[src/design/swmm_pkg.sv]
`timescale 1ns / 1ps
package swmm_pkg;

  localparam int WINDOW_MAX_DEF   = 256;
  localparam int SAMPLE_WIDTH_DEF = 32;

  // register file
  localparam int APB_DATA_W = 32;
  localparam int APB_ADDR_W = 3;
  localparam int LEN_W      = 9;
  localparam logic [LEN_W-1:0] LEN_RESET = 9'd1;

  typedef enum logic [APB_ADDR_W-3:0] {
    REG_WIN_LEN = 1'b0
  } reg_idx_t;

endpackage

[src/design/swmm_cell.sv]
`timescale 1ns / 1ps
module swmm_cell
  import swmm_pkg::*;
#(
  parameter int SAMPLE_WIDTH = SAMPLE_WIDTH_DEF
) (
  input  logic                    clk,
  input  logic                    shift,
  input  logic [SAMPLE_WIDTH-1:0] sample,
  input  logic [SAMPLE_WIDTH-1:0] nb_min,
  input  logic [SAMPLE_WIDTH-1:0] nb_max,
  output logic [SAMPLE_WIDTH-1:0] cur_min,
  output logic [SAMPLE_WIDTH-1:0] cur_max
);

  // cell i holds min/max of the latest i+1 samples: fold the new sample
  // into what the left neighbor held one item ago
  always_ff @(posedge clk) begin
    if (shift) begin
      cur_min <= ($signed(nb_min) < $signed(sample)) ? nb_min : sample;
      cur_max <= ($signed(nb_max) > $signed(sample)) ? nb_max : sample;
    end
  end

endmodule

[config.mk]
export PLATFORM = sky130hd
export DESIGN_NAME = swmm_cell
export DESIGN_NICKNAME = d
export VERILOG_FILES = /design/src/design/swmm_pkg.sv /design/src/design/swmm_cell.sv
export SDC_FILE = /design/constraint.sdc
export NUM_CORES = 1
export LEC_CHECK = 0
export BUFFER_PORTS_ARGS = -buffer_cell sky130_fd_sc_hd__buf_2
export CAP_MARGIN = 20
export CORE_ASPECT_RATIO = 1.5
export CORE_UTILIZATION = 50
export CTS_CLUSTER_SIZE = 14
export DETAILED_ROUTE_END_ITERATION = 10
export PLACE_DENSITY = 0.92
export SYNTH_ARGS = -nofsm -noshare
export SYNTH_HDL_FRONTEND = slang
export SYNTH_SLANG_ARGS = --single-unit
[constraint.sdc]
create_clock -name clk -period 5.6 [get_ports clk]
set_clock_uncertainty 0.1 [all_clocks]
set_input_delay 0.28 -clock clk [delete_from_list [all_inputs] [get_ports clk]]
set_output_delay 0.28 -clock clk [all_outputs]
set_load 0.05 [all_outputs]
==> results of run 1 <==
-- worst min-delay path by stage --
stage	startpoint	end	cells after the start
after floorplan	shift	cur_max[0]	0
after global placement	nb_max[26]	cur_max[26]	2
after global routing	nb_max[0]	cur_max[0]	2
final	nb_max[26]	cur_max[26]	2
after CTS	nb_max[26]	cur_max[26]	2
after detailed placement	nb_max[26]	cur_max[26]	2
-- where the power goes --
group	internal (mW)	total, mW	switching (mW)	leakage (nW)
Clock	0.387	0.594	0.207	0.146
Combinational	0.187	0.561	0.374	1.89
Sequential	0.601	0.616	0.0148	0.626
Total	1.18	1.77	0.595	2.66
-- state kept, by name (all words and copies together) (netlist names) --
| signal | count |
|---|---|
| cur_min | 32 |
| cur_max | 32 |
-- cells in the mapped netlist, drive strengths merged --
| cell type | count |
|---|---|
| a211o | 1 |
| and4 | 1 |
| ha | 63 |
| buf | 6 |
| nor2b | 1 |
| inv | 33 |
| nand3 | 6 |
| a211oi | 3 |
| nand4b | 1 |
| o21a | 1 |
| nand2 | 17 |
| a31oi | 1 |
| o32ai | 1 |
| edfxtp | 64 |
| nor4b | 1 |
| a22oi | 1 |
| o2111ai | 1 |
| nor4 | 3 |
| mux2 | 64 |
| nand4 | 10 |
| o21ai | 7 |
| and3 | 1 |
| a21oi | 23 |
| o311a | 1 |
| a2111o | 1 |
| a221oi | 1 |
| o211ai | 2 |
| a2bb2oi | 1 |
| a21o | 4 |
| nor3 | 1 |
| nand3b | 2 |
| or2b | 1 |
| nand2b | 1 |
| nor2 | 9 |
-- per-layer routing --
layer | wire length [µm] | share of wire, % | track usage (%) | vias to the layer above
li1 | - | - | - | 1611
met1 | 3950 | 36 | 25.3 | 1643
met2 | 6180 | 56 | 49.6 | 138
met3 | 542 | 4.9 | 5.78 | 27
met4 | 312 | 2.8 | 10.6 | 0
met5 | 0 | 0 | 0 | -
-- per-stage QoR --
step	hold slack [ns]	std cells
global placement	0.485	599
detailed placement	0.485	599
finish	0.146	615
global route	0.147	615
CTS	0.136	615
floorplan	0.292	334
-- cell type report --
cell class	instances	area [µm²]	share of cell area, %
multi-input combinational	231	2260	40.5
sequential	64	1920	34.4
timing repair buffer	164	828	14.8
tap	107	134	2.40
clock buffer	10	229	4.10
inverter	33	124	2.22
clock inverter	6	83.8	1.50
-- cell families (layout without fill, tap and decap cells) --
family                     Yosys count  in the layout  share of synthesized area (%)
AOI/OAI and AO/OA                   49             49                           7.30
adders and majority gates           63             63                           18.2
muxes                               64             64                           19.2
DFF                                 64             64                           44.3
and+or+nand+nor                     55             55                           7.06
buffers and inverters               39            213                           3.98
==> flow_summary.json, run 1 <==
{
  "synth.top_cell.area_share_pct": 44.3,
  "worst_pin_slew_ns": 1.08,
  "cp.required_ns": 5.58,
  "syn_area_per_cell_um2": 13.0,
  "drive_gt1_share_pct": 42.1,
  "critPathMaxFanout": 17,
  "power_density_nw_per_um2": 317,
  "area_growth_pct": 28.7,
  "cts_tree": "done",
  "slew_violations": 0,
  "cpMostUsedCell": "a21oi_1",
  "grt_max_degree": 65,
  "avgViaCountPerCell": 5.56,
  "path_clk_slew_ns": 0.06,
  "synth-seq-cells": 64,
  "first_global_vias": 3595,
  "dpl.hpwl_um": 8520,
  "die_y_um": 116,
  "fillerInstances": 633,
  "die_w_um": 78.1,
  "synth_area_um2": 4340,
  "layout_common_cells": "buf_2, edfxtp_1, ha_1, mux2_1, inv_1",
  "grtUsageTotal_pct": 25.3,
  "cp_top_family": "compound AO/OA/AOI/OAI gates",
  "cts_root_buf": "clkbuf_16",
  "dieArea_um2": 9060,
  "wl_per_cell_um": 17.9,
  "routed_wl_um": 11000,
  "postSynthCellCount": 334,
  "antenna_found_initial": 0,
  "nNetsFinal": 664,
  "clockBufferDepth": 2,
  "dr.pass1.iters": 4,
  "place_ws_ns": 1.88,
  "status": "finished clean",
  "overflow": 0,
  "rows": 41,
  "ys_seq_area_share_pct": 44.3,
  "startpoint": "sample[17]",
  "gp_congestion": 0.842,
  "power_mw": 1.77,
  "slew_headroom_pct": 28.0,
  "worstPathCellList": "buf_2 -> inv_1 -> ha_1 -> a21oi_1 -> o21ai_0 -> a21oi_1 -> o2111ai_1 -> o32ai_4 -> buf_4 -> mux2_1",
  "final.setup.worst_slack_ns": 2.22,
  "clkSinkCount": 64,
  "detail-route-antenna-nets": 0,
  "setup_viol": 0,
  "final_area_um2": 5590,
  "hold_path.class": "in -> reg",
  "synth_fp_nets": 495,
  "worstSetupPathDepth": 10,
  "fin_setup_tns_ns": 0,
  "peakVddDrop_mv": 0.183,
  "grt_pass1_wl_um": 17100,
  "end_kind": "register",
  "ys_warn_count": 0,
  "cts_hold_buffers": 0,
  "cts_setup_buffers": 0,
  "synth_cell_types": 40,
  "placed_cell_area_um2": 5270,
  "cp-endpoint": "cur_min[0]",
  "crit_type": "in -> reg",
  "port_buffers": 161,
  "synthTopCellsByArea": "edfxtp_1, ha_1, mux2_4, mux2_1, inv_1",
  "layout_min_cycle_time_ns": 3.38,
  "io_pins": 162,
  "timing.final.crit_share_pct": 60.4,
  "fin_util_pct": 66.4,
  "max_freq_ghz": 0.296,
  "final_common_cell": "buf_2",
  "cts_resized": 0,
  "worstSetupStartpointType": "primary input",
  "p_leak_nw": 2.66,
  "yosysTopAreaCell": "edfxtp_1",
  "antenna_cells": 0,
  "rsz0062_at_grt": "false",
  "critical_path_buf_inv_count": 3,
  "start_util_pct": 51.6,
  "max_stage_delay_ns": 0.97,
  "cap_viol_max_count": 0,
  "arrival_ns": 3.36,
  "core_area_um2": 8410,
  "hold_viol_final": 0,
  "drt_iter0_markers": 135,
  "htreeDepth": 3,
  "cp_slowest_cell": "o32ai_4",
  "drc": 0,
  "vias": 3419,
  "cts_made_buffers": 9
}
Power figures use the tool's default switching activity.
==> inputs of run 2 (changes only) <==
==> constraint.sdc (replaced) <==
create_clock -name clk -period 3.3 [get_ports clk]
set_clock_uncertainty 0.1 [all_clocks]
set_input_delay 0.165 -clock clk [delete_from_list [all_inputs] [get_ports clk]]
set_output_delay 0.165 -clock clk [all_outputs]
set_load 0.05 [all_outputs]
==> run 2 against run 1 <==
  * Final cell count rose by 0.33%
  * Core utilization rose by 0.16 points
  * Non-clock buffer count rose by 2
  * Clock-buffer cell count fell by 1
  * Sequential cell count did not move
  * Worst setup slack got worse by 1.5 ns
  * Global-route usage fell by 1.0 points
  * Via count fell by 0.12%
  * Combinational power rose by 71%
  * First-iteration DRC count fell by 5.2%
  * Largest power group unchanged
==> flow_summary.json, run 2 (synthesis gave the netlist of run 1 again) <==
{
  "status": "finished clean",
  "die_y_um": 116,
  "peakVddDrop_mv": 0.279,
  "core_area_um2": 8410,
  "whs_ns": 0.0403,
  "worst_pin_slew_ns": 0.846,
  "final.setup.worst_slack_ns": 0.710,
  "io_pins": 162,
  "clockBufferDepth": 2,
  "path_clk_slew_ns": 0.05,
  "hold_path.class": "in -> reg",
  "seqCellArea_um2": 1920,
  "critPathMaxFanout": 17,
  "multiInputGateArea_um2": 2260,
  "rsz0062_at_grt": "false",
  "dr.pass1.iters": 4,
  "cp.required_ns": 3.27,
  "reg_top3": "cur_max: 32 flops, cur_min: 32 flops",
  "layout_min_cycle_time_ns": 2.59,
  "first_global_vias": 3591,
  "rows": 41,
  "routed_wl_um": 10900,
  "die_w_um": 78.1,
  "drive_gt1_share_pct": 42.5,
  "htreeDepth": 3,
  "avgViaCountPerCell": 5.53,
  "worstSetupStartpointType": "primary input",
  "grt_pass1_wl_um": 16600,
  "vias": 3415,
  "antenna_found_initial": 0,
  "hold_viol_final": 0,
  "dieArea_um2": 9060,
  "grtUsageTotal_pct": 24.3,
  "power_density_nw_per_um2": 539,
  "dpl.hpwl_um": 8380,
  "power_mw": 3.02,
  "fillerInstances": 620,
  "detail-route-antenna-nets": 0,
  "p_leak_nw": 2.68,
  "cp_slowest_cell": "nor4b_2",
  "worstPathCellList": "buf_2 -> inv_1 -> ha_1 -> nand4_2 -> nor4_2 -> nand2_1 -> nor4b_2 -> o32ai_4 -> buf_4 -> mux2_1",
  "nNetsFinal": 666,
  "drt_iter0_markers": 128,
  "crit_type": "in -> reg",
  "antenna_cells": 0,
  "cts_root_buf": "clkbuf_16",
  "clkSinkCount": 64,
  "max_stage_delay_ns": 0.40,
  "overflow": 0,
  "max_freq_ghz": 0.386,
  "cts_setup_buffers": 0,
  "drc": 0,
  "setup_viol": 0,
  "cts_hold_buffers": 0,
  "area_growth_pct": 29.0,
  "gp_congestion": 0.853,
  "fin_setup_tns_ns": 0,
  "cts_tree": "done",
  "wl_per_cell_um": 17.7,
  "timing.final.crit_share_pct": 78.5,
  "arrival_ns": 2.56,
  "slew_violations": 0,
  "cap_viol_max_count": 0,
  "cts_made_buffers": 9,
  "place_ws_ns": 0.392,
  "port_buffers": 161,
  "final_common_cell": "buf_2",
  "slew_headroom_pct": 43.6,
  "end_kind": "register",
  "layout_common_cells": "buf_2, edfxtp_1, ha_1, mux2_1, inv_1",
  "fin_util_pct": 66.6,
  "start_util_pct": 51.6,
  "grt_max_degree": 65,
  "cts_resized": 0
}
==> run 2: changes by cell type in the layout (fill, tap and decap cells not counted), sizes merged <==
cell      previous run  this run
clkinv               2         4
clkinvlp             2         1
clkbuf              10         9
buf                164       166
==> run 2: critical path, delay by kind of cell <==
| family | cells | cell delay [ns] |
|---|---|---|
| AOI/OAI and AO/OA | 1 | 0.14 |
| adders and majority gates | 1 | 0.38 |
| buffers and inverters | 3 | 0.42 |
| and+or+nand+nor | 4 | 1.10 |
| muxes | 1 | 0.34 |
==> run 2: layout make-up <==
type / count / share of cell area, %
flip-flops and latches: 64 / 34.3
repair buffers: 166 / 15.1
multi-input cells: 231 / 40.4
clock inverters: 7 / 1.54
clock buffers: 9 / 4.02
well taps: 107 / 2.39
inverters: 33 / 2.21
==> run 2: power breakdown <==
part	total (mW)	switching (mW)	internal, mW
Sequential	1.04	0.0221	1.02
Combinational	0.959	0.639	0.321
Clock	1.01	0.361	0.654
==> run 2: final timing paths <==
check,startpoint,to,slack (ns),cells after the start
setup / recovery,sample[31],cur_min[0],0.71,10
hold / removal,nb_max[6],cur_max[6],0.04,2
==> run 2: routing by layer <==
layer  routed length [µm]  up-vias  global-route usage [%]
met5                    0        -                       0
li1                     -     1622                       -
met1                 4080     1619                    25.2
met2                 5940      138                    45.9
met4                  384        0                    11.9
met3                  528       36                    5.39
==> run 2: metrics by stage <==
step           cell area [µm²]  std cells
2_1_floorplan             4340        334
3_3_place_gp              5290        601
3_5_place_dp              5290        601
4_1_cts                   5600        617
5_1_grt                   5600        617
6_report                  5600        617
==> inputs of run 3 (changes only) <==
--- a/config.mk
+++ b/config.mk
@@ -8,10 +8,10 @@
 export BUFFER_PORTS_ARGS = -buffer_cell sky130_fd_sc_hd__buf_2
 export CAP_MARGIN = 20
 export CORE_ASPECT_RATIO = 1.5
-export CORE_UTILIZATION = 50
+export CORE_UTILIZATION = 45
 export CTS_CLUSTER_SIZE = 14
 export DETAILED_ROUTE_END_ITERATION = 10
-export PLACE_DENSITY = 0.92
+export PLACE_DENSITY = 0.88
 export SYNTH_ARGS = -nofsm -noshare
 export SYNTH_HDL_FRONTEND = slang
 export SYNTH_SLANG_ARGS = --single-unit
==> constraint.sdc (replaced) <==
create_clock -name clk -period 2.35 [get_ports clk]
set_clock_uncertainty 0.1 [all_clocks]
set_input_delay 0.1175 -clock clk [delete_from_list [all_inputs] [get_ports clk]]
set_output_delay 0.1175 -clock clk [all_outputs]
set_load 0.05 [all_outputs]
==> run 3 against run 2 <==
  * The run now ends with hold timing left
  * Final cell count grew 17%
  * Non-clock buffer count grew 101
  * Critical path depth is the same
  * Routed wire length grew 22%
  * Sequential power grew 41%
  * Worst setup slack lost 0.66 ns
  * Total power grew 50%
==> flow_summary.json, run 3 (synthesis gave the netlist of run 1 again) <==
{
  "drc": 0,
  "end_kind": "register",
  "setup_viol": 0,
  "cp_top_family": "simple AND/OR/NAND/NOR gates",
  "fillerInstances": 598,
  "reg_top3": "cur_max: 32 flops, cur_min: 32 flops",
  "grtUsageTotal_pct": 27.1,
  "final.setup.worst_slack_ns": 0.0552,
  "clockBufferDepth": 2,
  "detail-route-antenna-nets": 0,
  "cts_root_buf": "clkbuf_16",
  "crit_type": "in -> reg",
  "cap_viol_max_count": 0,
  "slew_headroom_pct": 69.2,
  "dpl.hpwl_um": 9460,
  "htreeDepth": 3,
  "max_stage_delay_ns": 0.39,
  "gp_congestion": 0.793,
  "cp_slowest_cell": "nor4b_4",
  "antenna_cells": 0,
  "drive_gt1_share_pct": 47.3,
  "grt_max_degree": 35,
  "core_area_um2": 9310,
  "arrival_ns": 2.29,
  "slew_violations": 0,
  "start_util_pct": 46.6,
  "path_clk_slew_ns": 0.06,
  "die_w_um": 82.2,
  "timing.final.crit_share_pct": 97.7,
  "peakVddDrop_mv": 0.447,
  "place_ws_ns": -0.459,
  "vias": 3926,
  "max_freq_ghz": 0.436,
  "dr.pass1.iters": 4,
  "dieArea_um2": 10000,
  "routed_wl_um": 13400,
  "drt_iter0_markers": 134,
  "worst_pin_slew_ns": 0.462,
  "first_global_vias": 4188,
  "clkSinkCount": 64,
  "port_buffers": 161,
  "layout_min_cycle_time_ns": 2.29,
  "cts_made_buffers": 9,
  "final_area_um2": 6730,
  "placed_cell_area_um2": 5710,
  "overflow": 0,
  "violations": "hold timing",
  "hold_viol_final": 1,
  "die_y_um": 122,
  "rsz0062_at_grt": "true",
  "wl_per_cell_um": 18.5,
  "worstPathCellList": "buf_2 -> ha_4 -> nand4_4 -> nor4_4 -> nand2_2 -> nor4b_4 -> o32ai_4 -> buf_12 -> clkbuf_16 -> mux2_4",
  "nNetsFinal": 767,
  "whs_ns": -0.00197,
  "area_growth_pct": 55.2,
  "multiInputGateArea_um2": 2400,
  "layout_common_cells": "buf_2, edfxtp_1, ha_1, buf_4, dlygate4sd3_1",
  "power_density_nw_per_um2": 671,
  "final_common_cell": "buf_2",
  "io_pins": 162,
  "p_leak_nw": 3.19,
  "status": "complete, but fails checks",
  "critical_path_buf_inv_count": 3,
  "critPathMaxFanout": 6,
  "rows": 43,
  "worstSetupStartpointType": "primary input",
  "grt_pass1_wl_um": 19700,
  "avgViaCountPerCell": 5.43,
  "cp.required_ns": 2.34,
  "hold_path.class": "in -> reg",
  "cts_tree": "done",
  "antenna_found_initial": 0,
  "seqCellArea_um2": 1920
}
-- run 3: cell count changes in the layout (fill, tap and decap cells not counted), moves of 4 or more --
cell and change:
buf_4 +50, ha_4 +5, buf_12 +4, buf_2 -4
ha_1 -5, inv_1 -4, dlygate4sd3_1 +45
-- run 3: cell type report --
| class | count | area share, % |
|---|---|---|
| inverters | 33 | 1.88 |
| multi-input cells | 231 | 35.7 |
| clock buffers | 10 | 3.40 |
| well taps | 112 | 2.08 |
| flip-flops and latches | 64 | 28.5 |
| clock inverters | 6 | 1.24 |
| repair buffers | 267 | 27.2 |
-- run 3: what timing repair did --
item / CTS / global route
cloned: 1 / 1
resized for setup: 7 / 25
hold endpoints to repair: 34 / 2
buffers inserted: 2 / 3
setup endpoints to repair: 32 / 64
pin swaps: 4 / 8
hold buffers: 43 / 2
-- run 3: per-layer routing --
metal	routed length [µm]	GRT usage, %
met4	646	18.4
met5	0	0
met2	7580	50.9
met1	4380	25.1
met3	745	5.58
-- run 3: path summary, 6_finish.rpt --
path	depth (start not counted)	slack (ns)	startpoint	endpoint
setup / recovery	10	0.06	nb_min[27]	cur_min[11]
hold / removal	2	-0.002	nb_max[16]	cur_max[16]
-- run 3: metrics by stage --
stage | std cells | total power, mW | hold WS [ns] | util [%] | TNS (ns)
floorplan | 334 | 2.45 | 0.130 | - | 0
finish | 723 | 4.52 | -0.00197 | 72.3 | 0
detailed placement | 656 | 2.94 | 0.321 | 61.3 | -22.20
global placement | 656 | 2.88 | 0.319 | 61.3 | -17.44
global route | 723 | 4.68 | 0.00477 | 72.3 | -0.0944
CTS | 718 | 4.47 | 0.000742 | 70.4 | 0
-- run 3: power by group --
part           leakage, nW  internal, mW  total, mW  switching (mW)
combinational         2.41         0.642       1.61           0.971
clock                0.148         0.923       1.43           0.509
sequential           0.626          1.43       1.47          0.0393
total                 3.19          3.00       4.52            1.52
